===== src/mbe_queue.sv =====
// Short first-word-fall-through queue between the classifier and the iterator.
// Generic payload width; depends on nothing else.
module mbe_queue #(
  parameter int unsigned DATA_W = 8,
  parameter int unsigned DEPTH  = 2,
  localparam int unsigned PTR_W = $clog2(DEPTH),
  localparam int unsigned CNT_W = $clog2(DEPTH + 1)
) (
  input  logic              clk_i,
  input  logic              rst_ni,
  input  logic              push_i,
  output logic              full_o,
  input  logic [DATA_W-1:0] data_i,
  input  logic              pop_i,
  output logic              empty_o,
  output logic [DATA_W-1:0] data_o
);

  logic [DATA_W-1:0] mem_q [DEPTH];
  logic [PTR_W-1:0]  wr_ptr_q, wr_ptr_d;
  logic [PTR_W-1:0]  rd_ptr_q, rd_ptr_d;
  logic [CNT_W-1:0]  count_q, count_d;
  logic              do_push, do_pop;

  assign full_o  = (count_q == CNT_W'(DEPTH));
  assign empty_o = (count_q == '0);
  assign do_push = push_i && !full_o;
  assign do_pop  = pop_i && !empty_o;
  assign data_o  = mem_q[rd_ptr_q];

  always_comb begin
    wr_ptr_d = wr_ptr_q;
    rd_ptr_d = rd_ptr_q;
    count_d  = count_q;
    if (do_push) begin
      wr_ptr_d = (wr_ptr_q == PTR_W'(DEPTH - 1)) ? '0 : PTR_W'(wr_ptr_q + 1'b1);
    end
    if (do_pop) begin
      rd_ptr_d = (rd_ptr_q == PTR_W'(DEPTH - 1)) ? '0 : PTR_W'(rd_ptr_q + 1'b1);
    end
    if (do_push && !do_pop) begin
      count_d = CNT_W'(count_q + 1'b1);
    end else if (do_pop && !do_push) begin
      count_d = CNT_W'(count_q - 1'b1);
    end
  end

  always_ff @(posedge clk_i or negedge rst_ni) begin
    if (!rst_ni) begin
      wr_ptr_q <= '0;
      rd_ptr_q <= '0;
      count_q  <= '0;
    end else begin
      wr_ptr_q <= wr_ptr_d;
      rd_ptr_q <= rd_ptr_d;
      count_q  <= count_d;
    end
  end

  always_ff @(posedge clk_i) begin
    if (do_push) begin
      mem_q[wr_ptr_q] <= data_i;
    end
  end

  a_count_bound: assert property (@(posedge clk_i) disable iff (!rst_ni)
    count_q <= CNT_W'(DEPTH))
    else $error("queue count above depth");

  a_no_pop_empty: assert property (@(posedge clk_i) disable iff (!rst_ni)
    pop_i |-> !empty_o)
    else $error("queue popped while empty");

endmodule


===== config.mk =====
export PLATFORM = sky130hd
export DESIGN_NAME = mbe_queue
export DESIGN_NICKNAME = d
export VERILOG_FILES = /design/src/mbe_queue.sv
export SDC_FILE = /design/constraint.sdc
export NUM_CORES = 1
export LEC_CHECK = 0
export ABC_AREA = 1
export BUFFER_PORTS_ARGS = -buffer_cell sky130_fd_sc_hd__buf_2
export CAP_MARGIN = 20
export CORE_AREA = 2 2 60 62
export DETAILED_ROUTE_END_ITERATION = 10
export DIE_AREA = 0 0 62 64
export GPL_ROUTABILITY_DRIVEN = 1
export MAX_ROUTING_LAYER = met4
export PLACE_DENSITY_LB_ADDON = 0.08
export SYNTH_ARGS = -nofsm -noshare
export SYNTH_HDL_FRONTEND = slang
export SYNTH_SLANG_ARGS = --single-unit

===== constraint.sdc =====
create_clock -name clk_i -period 1.55 [get_ports clk_i]
set_input_delay 0.465 -clock clk_i [delete_from_list [all_inputs] [get_ports clk_i]]
set_output_delay 0.465 -clock clk_i [all_outputs]
set_load 0.005 [all_outputs]

# Word-level counts from Yosys, hierarchy flattened
# Memories as Yosys holds them, arrays and structs flattened.
# Index checks and enable logic that the tools add are counted.
# totals
ff_bits	4
ramBits	16
in_bits	12
out_inout_bits	10
mem_count	1
# op_classes
add_sub_neg	4
eq_ne	1
mux	6
n_reduce_logical	10
# mem_list
name	depth	width	read_ports	rd_ports_with_merged_regs	wr	line_no	rtl
mem_q	2	8	1	0	1	19	logic [DATA_W-1:0] mem_q [DEPTH];
# op_table
operator	n
logical AND 1 bit	4
zero test 1 bit	4
two-way mux 1 bit	4
two-way mux 2 bit	2
adder 1 bit, second input constant	2
adder 2 x 1 -> 2 bit, second input constant	1
== test 2 bit, second input constant	1
zero test 2 bit	1
nonzero test 2 bit	1
subtractor 2 x 1 -> 2 bit, second input constant	1

# Logic depth before layout (Yosys ltp)
# logic_depth
word_depth	7
ltp_mapped	9

# Least setup slack after synthesis
# Ideal clock, no wire load.
# synth_timing
path_kind	register to register
start	register count_q[1]
end	memory mem_q[1][0], enable pin
setup_ns	0.371
arrival_time_ns	0.951
path_slack_ns	0.228
stages_incl_launch_ff	4
path_buffers	0
path_cell_list	dfrtp_1 > inv_1 > o21ai_0 > nor2_1
# synth_between
elab_chain_len	5
# synth_lines
item	line_no	rtl
start: declaration	22	logic [CNT_W-1:0] count_q, count_d;
start signal: assignment	56	count_q <= count_d;
== test 2 bit	25	assign full_o = (count_q == CNT_W'(DEPTH));
zero test 1 bit	27	assign do_push = push_i && !full_o;
logical AND 1 bit	27	
two-way mux 1 bit	61	if (do_push) begin
two-way mux 1 bit (not written as such)	62	mem_q[wr_ptr_q] <= data_i;
end: declaration	19	
# No other way between the ends.

# Final worst setup path
# layout_timing
start	register rd_ptr_q
end	output port data_o[1]
# layout_between
elab_chain_len	1
# layout_lines
item	line_no	rtl
start: declaration	21	logic [PTR_W-1:0] rd_ptr_q, rd_ptr_d;
start signal: assignment	55	rd_ptr_q <= rd_ptr_d;
memory (2 x 8 bit)	n/a	
end: declaration	16	output logic [DATA_W-1:0] data_o
# No other way between the ends.

==> results.tsv <==
metric	value	unit
status	finished, violations left	
failing checks	negative setup slack	
final hold vios	0	
layout cells sized above 1	41.0	%
H-Tree Depth	1	
Fmax	627	MHz
Buffers on Ports	21	
crit path time final	1.60	ns
wire length per cell	10.6	µm
ant diodes	0	
setup ws final	-0.0461	ns
Final nets	119	
layer with the highest usage	met2	
Final setup viols	8	
die height	64	µm
final slew viol count	0	
synthesis-to-finish area growth	35.4	%
Worst R2R Path Depth	5	
Max Cap Viol	0	
Root Driver	clkbuf_4	
vias in the first global route	591	
Vias	580	
nature of the critical path startpoint	flip-flop	
unrepaired setup endpoints after global routing	yes	
Placed Cells	142	
IO Count	22	
r2r setup slk	0.18	ns
met3 Use GR	3.64	%
GRT met2 Usage	16.9	%
register bit total from synthesis	20	
min-delay src	data_i[5]	
All-Layer GR Usage	9.51	%
slew of the pin with the lowest slew margin	0.360	ns
first-pass GRT wire length	2640	µm
Pre-antenna DRT Iters	4	
met1 GRT Util	9.36	%
worst hold path class	input port to flip-flop	
largest net degree at the start of global routing	12	
Gate Count Post-Synth	73	
crit path capture type	output pin	
Fin Hold WS	0.352	ns
DRT Wirelength	1600	µm
Yosys cell types	14	
CTS Buf Count	3	
Routability Congestion	0.752	
Required @ worst endpoint	1.08	ns
die width	62	µm
peak supply drop	597	µV
die area	3970	µm²
Max FO, Critical Path	6	
core box area	3280	µm²
CTS tree	built	
syn avg cell area	11.1	µm²
Setup WS pre-CTS	0.0977	ns
buffer depth of the longest clock path	2	
Sum Neg Setup Slack	-0.200	ns
dpl hpwl	1170	µm
Slew headroom	76.0	%
warnings from Yosys	0	
commonest non-fill, non-tap cell in the layout	nand2_1	
Hold Path Stages	1	
Via density	3.84	
Seq/Total Area, Yosys	71.7	%
Iter 0 DRT Violations	17	
FP Rows	21	
net count after synthesis	86	
Worst EP arrival	1.13	ns
initial antenna violation count	0	
critical path type	flip-flop to output pin	
PD cells	1730	nW/µm²
commonest cells after routing, fill and taps aside	nand2_1, buf_2, edfxtp_1	
Crit Reg-Reg Endpoint	mem_q[0][7]	
Synth area leader	edfxtp_1	
GR Overflow Total	0	
Routed Antenna Nets	0	
Critical R2R Launch	count_q[1]	
Starting Density	24.6	%
Sink Count	20	
Final period util	103	%
P_leak	0.506	nW
# DRC	0	
top post-synthesis cells by area	edfxtp_1, nand2_1, dfrtp_1, inv_1, ha_1	
Worst-path clk slew	0.11	ns
top-area cell type share of the netlist area	59.4	%
Final Power	1.90	mW
Layout Cells excl Fill	151	
Worst Hold Path EP	mem_q[0][5]	
Final Skew	0.00554	ns
Skew-Pair Late Insertion Delay	0.29	ns
synthesized area	810	µm²
stage by stage:
| stage | util, % | instance area (µm²) |
|---|---|---|
| finish | 33.4 | 1100 |
| global route | 33.4 | 1100 |
| CTS | 32.0 | 1050 |
| detailed placement | 30.1 | 990 |
| global placement | 30.1 | 990 |
| floorplan | - | 810 |
synth_stat cells:
cell	number
inv_2	1
nor2_1	2
xnor2_1	1
buf_2	1
inv_1	7
o21ai_0	2
nand2_1	33
nor2_2	2
nand4_1	1
nand3_1	1
edfxtp_1	16
ha_1	1
dfrtp_1	4
nand3b_1	1
repair_timing:
| action | CTS | global route |
|---|---|---|
| pin swaps | 0 | 6 |
| cloned | 0 | 0 |
| hold buffers | 1 | 0 |
| hold endpoints to repair | 4 | 0 |
| buffers inserted | 2 | 2 |
| endpoints found under the setup margin | 8 | 11 |
| gates resized for setup | 4 | 13 |
where the power goes:
part | switching (mW) | internal (mW) | total, mW
registers | 0.101 | 0.752 | 0.853
logic | 0.423 | 0.374 | 0.797
clock network | 0.152 | 0.0936 | 0.246
total | 0.676 | 1.22 | 1.90
flip-flops by register name (all words and copies together), names as in the netlist:
| signal | count |
|---|---|
| wr_ptr_q | 1 |
| count_q | 2 |
| mem_q | 16 |
| rd_ptr_q | 1 |
routing by layer:
metal	up-vias	routed length [µm]
li1	299	-
met1	262	667
met5	-	0
met3	2	95
met4	0	18
met2	17	815
how the worst max path moves through the flow:
stage / start / to
floorplan: count_q[1] / mem_q[1][0]
global placement: push_i / mem_q[0][3]
detailed placement: push_i / mem_q[0][3]
CTS: rd_ptr_q / data_o[0]
global route: rd_ptr_q / data_o[6]
finish: rd_ptr_q / data_o[1]
area by class of cell:
type	instances	area, µm²
fill	357	2190
sequential	20	583
multi-input combinational	44	219
timing repair buffer	29	175
tap	46	57.6
inverter	8	35.0
clock buffer	3	22.5
clock inverter	1	3.75
cell families (layout without fill, tap and decap cells):
kind of cell | after synthesis | in the layout | synth area share, %
buffers and inverters | 9 | 41 | 4.33
XOR/XNOR | 1 | 1 | 1.08
flip-flops | 20 | 20 | 71.7
adder cells (fa/ha/maj) | 1 | 1 | 1.55
AND/OR/NAND/NOR | 40 | 40 | 20.1
AO/OA/AOI/OAI | 2 | 2 | 1.24
worst max-delay path, stage by stage, from the launching register on:
cell	delay, ns
dfrtp_2	0.46
buf_6	0.15
nand2_1	0.05
nand2_1	0.05
buf_2	0.12
Power figures use the tool's default switching activity.
