### src/mbe_pkg.sv
// Shared types and constants for the Mandelbrot escape-time evaluator.
// Holds register formats, reset values, register indexes and state types.
// No dependencies.
package mbe_pkg;

  localparam int unsigned RADIUS_FRAC   = 28;
  localparam int unsigned RADIUS_W      = 30;
  localparam int unsigned WORK_FRAC_MAX = 28;
  localparam int unsigned ITER_W        = 16;
  localparam int unsigned CFG_IDX_W     = 2;
  localparam int unsigned CFG_DATA_W    = 32;

  localparam logic [ITER_W-1:0]   MAX_ITER_RESET = 16'd256;
  localparam logic [RADIUS_W-1:0] RADIUS_RESET   = 30'h2000_0000;

  typedef enum logic [CFG_IDX_W-1:0] {
    CFG_MAX_ITER = 2'd0,
    CFG_RADIUS   = 2'd1
  } cfg_idx_e;

  typedef enum logic [2:0] {
    FR_IDLE,
    FR_Y2,
    FR_Q,
    FR_T,
    FR_BULB,
    FR_PUSH
  } fr_state_e;

  typedef enum logic [1:0] {
    BK_IDLE,
    BK_ITER,
    BK_DONE
  } bk_state_e;

  typedef struct packed {
    logic              in_set;
    logic [ITER_W-1:0] count;
  } result_t;

endpackage

### src/mbe_front.sv
// Classifier: takes a point, floors it to the working format, runs the
// cardioid and bulb tests on one shared multiplier. Uses mbe_pkg.
module mbe_front #(
  parameter int unsigned COORD_BITS    = 32,
  parameter int unsigned FRACTION_BITS = 28,
  localparam int unsigned WORK_FRAC = (FRACTION_BITS < mbe_pkg::WORK_FRAC_MAX) ?
                                      FRACTION_BITS : mbe_pkg::WORK_FRAC_MAX,
  localparam int unsigned RAD_W = WORK_FRAC + 2,
  localparam int unsigned Z_W   = WORK_FRAC + 6
) (
  input  logic                         clk_i,
  input  logic                         rst_ni,
  input  logic                         push_i,
  output logic                         full_o,
  input  logic signed [COORD_BITS-1:0] c_real_i,
  input  logic signed [COORD_BITS-1:0] c_imag_i,
  input  logic        [RAD_W-1:0]      radius_i,
  output logic                         q_push_o,
  input  logic                         q_full_i,
  output logic                         q_hit_o,
  output logic                         q_esc0_o,
  output logic signed [Z_W-1:0]        q_cr_o,
  output logic signed [Z_W-1:0]        q_ci_o
);

  import mbe_pkg::*;

  localparam int unsigned IN_SHIFT = FRACTION_BITS - WORK_FRAC;
  localparam int unsigned C_W      = COORD_BITS - IN_SHIFT;
  localparam int unsigned MAG_W    = ((C_W > RAD_W) ? C_W : RAD_W) + 1;
  localparam int unsigned M_W      = WORK_FRAC + 4;
  localparam int unsigned P_W      = 2 * M_W;

  localparam logic [MAG_W-1:0]        ONE_MAG   = MAG_W'(1) << WORK_FRAC;
  localparam logic [MAG_W-1:0]        TWO_MAG   = MAG_W'(2) << WORK_FRAC;
  localparam logic signed [M_W-1:0]   QUARTER_M = M_W'(1) << (WORK_FRAC - 2);
  localparam logic signed [M_W-1:0]   ONE_M     = M_W'(1) << WORK_FRAC;
  localparam logic signed [P_W-1:0]   BULB_LIM  = P_W'(1) << (2 * WORK_FRAC - 4);

  fr_state_e state_q, state_d;

  logic signed [C_W-1:0]   cr_full, ci_full;
  logic signed [MAG_W-1:0] cr_sx, ci_sx;
  logic        [MAG_W-1:0] cr_mag, ci_mag, rad_ext;
  logic                    accept;

  logic signed [Z_W-1:0] cr_z_q, ci_z_q;
  logic                  near1_q, near2_q, esc0_q;
  logic                  hit_q, hit_d;
  logic signed [P_W-1:0] y2_q, y2_d;
  logic signed [M_W-1:0] qf_q, qf_d;

  logic signed [M_W-1:0] cr_m, ci_m, x_m, p_m, qfx_m;
  logic signed [M_W-1:0] mul_a, mul_b;
  logic signed [P_W-1:0] prod, sum;

  // Floor the inputs to the working format and take magnitudes.
  assign cr_full = $signed(c_real_i[COORD_BITS-1:IN_SHIFT]);
  assign ci_full = $signed(c_imag_i[COORD_BITS-1:IN_SHIFT]);
  assign cr_sx   = MAG_W'(cr_full);
  assign ci_sx   = MAG_W'(ci_full);
  assign cr_mag  = cr_sx[MAG_W-1] ? -cr_sx : cr_sx;
  assign ci_mag  = ci_sx[MAG_W-1] ? -ci_sx : ci_sx;
  assign rad_ext = MAG_W'(radius_i);

  assign cr_m  = M_W'(cr_z_q);
  assign ci_m  = M_W'(ci_z_q);
  assign x_m   = cr_m - QUARTER_M;
  assign p_m   = cr_m + ONE_M;
  assign qfx_m = qf_q + x_m;
  assign prod  = mul_a * mul_b;
  assign sum   = prod + y2_q;

  assign full_o   = (state_q != FR_IDLE);
  assign accept   = push_i && !full_o;
  assign q_hit_o  = hit_q;
  assign q_esc0_o = esc0_q;
  assign q_cr_o   = cr_z_q;
  assign q_ci_o   = ci_z_q;

  always_comb begin
    state_d  = state_q;
    hit_d    = hit_q;
    y2_d     = y2_q;
    qf_d     = qf_q;
    mul_a    = ci_m;
    mul_b    = ci_m;
    q_push_o = 1'b0;
    case (state_q)
      FR_IDLE: begin
        if (push_i) begin
          hit_d   = 1'b0;
          state_d = FR_Y2;
        end
      end
      FR_Y2: begin
        y2_d    = prod;
        state_d = FR_Q;
      end
      FR_Q: begin
        mul_a   = x_m;
        mul_b   = x_m;
        qf_d    = M_W'(sum >>> WORK_FRAC);
        state_d = FR_T;
      end
      FR_T: begin
        mul_a   = qf_q;
        mul_b   = qfx_m;
        hit_d   = near1_q && ((prod <<< 2) < y2_q);
        state_d = FR_BULB;
      end
      FR_BULB: begin
        mul_a   = p_m;
        mul_b   = p_m;
        hit_d   = hit_q || (near2_q && (sum < BULB_LIM));
        state_d = FR_PUSH;
      end
      FR_PUSH: begin
        q_push_o = !q_full_i;
        if (!q_full_i) begin
          state_d = FR_IDLE;
        end
      end
      default: begin
        state_d = FR_IDLE;
      end
    endcase
  end

  always_ff @(posedge clk_i or negedge rst_ni) begin
    if (!rst_ni) begin
      state_q <= FR_IDLE;
    end else begin
      state_q <= state_d;
    end
  end

  always_ff @(posedge clk_i) begin
    hit_q <= hit_d;
    y2_q  <= y2_d;
    qf_q  <= qf_d;
    if (accept) begin
      cr_z_q  <= Z_W'(cr_full);
      ci_z_q  <= Z_W'(ci_full);
      near1_q <= (cr_mag < ONE_MAG) && (ci_mag < ONE_MAG);
      near2_q <= (cr_mag < TWO_MAG) && (ci_mag < TWO_MAG);
      esc0_q  <= (cr_mag > rad_ext) || (ci_mag > rad_ext);
    end
  end

endmodule

### config.mk
export PLATFORM = sky130hd
export DESIGN_NAME = mbe_front
export DESIGN_NICKNAME = d
export VERILOG_FILES = /design/src/mbe_pkg.sv /design/src/mbe_front.sv
export SDC_FILE = /design/constraint.sdc
export NUM_CORES = 2
export LEC_CHECK = 0
export BUFFER_PORTS_ARGS = -buffer_cell sky130_fd_sc_hd__buf_4
export CELL_PAD_IN_SITES_DETAIL_PLACEMENT = 2
export CELL_PAD_IN_SITES_GLOBAL_PLACEMENT = 2
export CORE_MARGIN = 2
export CORE_UTILIZATION = 45
export CTS_CLUSTER_DIAMETER = 80
export DETAILED_ROUTE_END_ITERATION = 10
export PLACE_DENSITY = 0.95
export SYNTH_ARGS = -nofsm -noshare
export SYNTH_HDL_FRONTEND = slang
export SYNTH_SLANG_ARGS = --single-unit
### constraint.sdc
create_clock -name clk_i -period 22 [get_ports clk_i]
set_input_delay 1.1 -clock clk_i [delete_from_list [all_inputs] [get_ports clk_i]]
set_output_delay 1.1 -clock clk_i [all_outputs]
set_load 0.02 [all_outputs]
==> results.yml, run 1 <==
placement:
  gp_congestion: 0.9960
  port_buffers: 169
  pre_cts_ws_ns: 4.682
  dp_hpwl_microns: 228600
clocking:
  ctsResizeCount: 0
  post_cts_buffers: 0
  cts_buffers: 17
  cts_max_level: 4
  clock_path_buffers: 2
  root_buffer: "clkbuf_16"
  postCtsHoldBufs: 0
  clock_sinks: 167
run_status:
  tool.error: "[ERROR GRT-0116] Global routing finished with congestion. Check the congestion regions in the DRC Viewer."
  status: "did not finish"
  lastStage: "global routing"
grt:
  grt_pass1_wl_microns: 530500
  grt_max_degree: 68
  grt_usage_pct: 66.18
  grt_pass1_vias: 65350
  gr-total-overflow: 45
yosys:
  ys_seq_area_share_pct: 9.767
  synth_area_sq_mm: 0.05119
  synth-edff-count: 164
  synth_area_per_cell_sq_um: 8.928
  ys_types: 86
  ys_ff_latch: 167
  ys_warn_count: 0
  synthCells: 5734
  synth_flop_cell: "edfxtp_1"
  synth_nets: 7321
  ys_async_sr_fraction_pct: 1.796
floorplan:
  die_x_microns: 341.3
  ios: 170
  start_util_pct: 45.44
  dieHeight_microns: 341.3
  rows: 123
-- synth_stat cells (all sizes together), types with 6 or more instances --
cell	number	area share (%)
xnor2	138	2.4
a221oi	7	0.14
a21boi	13	0.19
a2111oi	7	0.13
and3	25	0.31
o31ai	26	0.38
nand3	35	0.35
fa	1083	42
inv	1179	8.6
or3	16	0.21
a31oi	16	0.20
a211o	12	0.21
o22ai	32	0.39
clkbuf	221	1.6
nand2b	35	0.44
nor4	12	0.15
mux2i	6	0.12
nand2	843	6.2
nand4	50	0.61
o21ai	179	1.8
xor2	50	0.86
nor3	43	0.43
a21o	148	2.2
a221o	13	0.25
edfxtp	164	9.6
ha	406	9.9
a211oi	24	0.35
a21oi	220	2.2
o41ai	10	0.24
o21bai	27	0.40
or2	11	0.13
and2	47	0.57
o211ai	14	0.21
o21a	33	0.48
nor2	455	3.4
buf	16	0.16
or4	10	0.16
nor2b	37	0.45
-- per-layer routing --
layer  global-route usage, %  overflow
met4                   68.79        21
met5                   23.08         0
met3                   45.86         1
met1                   64.60         0
met2                   86.72        23
-- metrics by stage --
step           instance area (sq um)  cells
2_1_floorplan                  51190   5734
3_3_place_gp                   54410   7256
3_5_place_dp                   54410   7256
4_1_cts                        54990   7288
-- cells by family after synthesis --
kind of cell	after synthesis	synth area share, %
AO/OA/AOI/OAI	827	10.48
XOR/XNOR	188	3.217
multiplexers	6	0.1173
adder cells (fa/ha/maj)	1489	52.28
AND/OR/NAND/NOR	1640	13.71
flip-flops	167	9.767
buffers and inverters	1417	10.43
==> run 2: changes to the inputs <==
Settings changed: CELL_PAD_IN_SITES_DETAIL_PLACEMENT 2 to not set, CELL_PAD_IN_SITES_GLOBAL_PLACEMENT 2 to not set, CORE_UTILIZATION 45 to 30, CTS_CLUSTER_DIAMETER 80 to not set, PLACE_DENSITY 0.95 to not set, PLACE_DENSITY_LB_ADDON set to 0.15.
==> run 2 against run 1 <==
Against the previous run:
- the flow now finishes without violations
- synthesized area stayed put
- synthesized cell count unchanged
==> results.yml, run 2 <==
run_status:
  status: "finished, final reports clean"
routing:
  drc: 0
  wl_microns: 196700
  drtIter0Drc: 2776
  viasPerCell: 5.066
  antenna_left: 0
  first_pass_iters: 6
  wl_per_cell_microns: 24.53
  vias: 40620
clocking:
  clock_sinks: 167
  ctsResizeCount: 0
  cts_tree: "yes"
  cts_max_level: 4
  clock_path_buffers: 2
  insertion_delay_ns: 0.50
  cts_buffers: 17
  root_buffer: "clkbuf_16"
  postCtsHoldBufs: 0
  path_clk_slew_ns: 0.08
  post_cts_buffers: 0
worst_setup_path:
  endpoint_kind: "flip-flop"
  cp.arrival_ns: 15.78
  path_buf_inv: 3
  r2r_cells: 45
  max_stage_delay_ns: 0.87
  cp-start-kind: "flip-flop"
  path_class: "reg -> reg"
  critPathTopFamily: "adder cells"
  crit_fanout: 10
  startpoint: "q_cr_o[0]"
  required_ns: 22.33
  cp.depth: 45
  crit_path_frequent_cell: "fa_1"
  crit_slowest_cell: "a2111oi_1"
  r2r-start: "q_cr_o[0]"
placement:
  placed_area_sq_mm: 0.05544
  gp_congestion: 0.9313
  port_buffers: 169
  dp_hpwl_microns: 159200
floorplan:
  dieHeight_microns: 417.1
  core_area_sq_mm: 0.1695
  fp.dieArea_sq_mm: 0.1740
  start_util_pct: 30.21
  rows: 151
  ios: 170
  die_x_microns: 417.1
sta:
  rsz0062_at_grt: "false"
  finalSetupViolCount: 0
  hold_viol_final: 0
  finClkSkew_ns: 0.01553
  period_share_pct: 70.20
  worst_slew_pin_slew_ns: 1.381
  min_period_ns: 15.44
  whs_ns: 0.3957
  finalSetupTns_ns: 0
  finalMaxSlewViolations: 0
  max_freq_ghz: 0.06475
  relSlewSlack_pct: 7.613
yosys:
  synth_area_sq_mm: 0.05119
  synth.area.top_cells: "fa_1 42%, ha_1 9.9%, edfxtp_1 9.6%"
  ys_seq_area_share_pct: 9.767
  ys_async_sr_fraction_pct: 1.796
  synth_top_area_share_pct: 42.35
  synth_top_area_cell: "fa_1"
  ys_types: 86
  synthCells: 5734
  synth_nets: 7321
  synth-edff-count: 164
  synth_area_per_cell_sq_um: 8.928
  ys_ff_latch: 167
  yosysMostFrequentCell: "inv_1"
  synth_flop_cell: "edfxtp_1"
  yosys-top-cells-count: "1179 x inv_1, 1083 x fa_1, 842 x nand2_1"
  ys_warn_count: 0
finish:
  top_register: "y2_q"
  final_common_cell: "inv_1"
  largest_register_ffs: 64
  nets: 7374
  drive_above_1_share_pct: 6.810
  mostFrequentLayoutCells: "1179 x inv_1, 1082 x fa_1, 842 x nand2_1, 444 x nor2_1, 406 x ha_1"
  diodes: 0
  design_area_sq_mm: 0.05601
  areaGrowthSynthToFinish_pct: 9.422
  fillers: 17660
grt:
  antenna_found_initial: 11
  grt_pass1_vias: 43310
  grt_usage_pct: 23.05
  grt_pass1_wl_microns: 295500
  gr-total-overflow: 0
  grt_max_degree: 68
run:
  cap_violations: 0
min_path:
  holdCritPathClass: "in -> async"
==> run 2: cell counts after synthesis <==
No cell type changed its count.
==> run 2: per-stage QoR <==
stage | cells | setup slack [ns] | util (%)
6_report | 8018 | 6.555 | 33.05
5_1_grt | 8018 | 5.510 | 33.05
4_1_cts | 8018 | 6.359 | 33.05
3_5_place_dp | 7986 | 6.496 | 32.71
3_3_place_gp | 7986 | 6.530 | 32.71
2_1_floorplan | 5734 | 8.750 | -
==> run 2: kinds of logic (layout without fill, tap and decap cells) <==
group                    after synthesis  after routing  synth area share [%]
AND/OR/NAND/NOR                     1640           1640                 13.71
adder cells (fa/ha/maj)             1489           1489                 52.28
multiplexers                           6              6                0.1173
XOR/XNOR                             188            188                 3.217
AO/OA/AOI/OAI                        827            827                 10.48
flip-flops                           167            167                 9.767
buffers and inverters               1417           1483                 10.43
==> run 2: final cells by class <==
class | instances | area (sq um) | area share [%]
Multi-Input combinational cell | 4150 | 41190 | 73.54
Sequential cell | 167 | 5005 | 8.935
Inverter | 1180 | 4429 | 7.907
Tap cell | 2218 | 2775 | 4.954
Timing Repair Buffer | 271 | 2034 | 3.632
Clock buffer | 17 | 425.4 | 0.7595
Clock inverter | 15 | 150.1 | 0.2680
==> run 2: final timing paths <==
path | to | slack [ns]
worst max register to register | q_hit_o | 6.56
worst min register to register | q_hit_o | 0.77
min in group clk_i | q_hit_o | 0.77
max in group asynchronous | state_q[1] | 21.48
worst min-delay path | state_q[0] | 0.40
worst max-delay path | q_hit_o | 6.56
==> run 2: worst register-to-register path, delay by kind of cell (launching register included) <==
| kind | cells | cell delay [ns] |
|---|---|---|
| AOI/OAI and AO/OA | 14 | 4.45 |
| xor gates and xnor gates | 2 | 0.39 |
| adders and majority gates | 12 | 5.42 |
| buffers and inverters | 3 | 0.27 |
| DFF | 1 | 0.48 |
| and+or+nand+nor | 14 | 4.29 |
==> run 2: layer usage <==
layer | up-vias | global-route usage (%) | share of wire (%)
met3 | 248 | 3.183 | 5.6
met2 | 1276 | 37.68 | 47
li1 | 17970 | - | -
met1 | 21120 | 31.41 | 44
met5 | - | 0 | 0.037
met4 | 10 | 7.523 | 3.7
Power of run 2 is left out: the tool's default activity adds up to more than one toggle a clock period on the data nets, which glitch-free logic cannot reach.
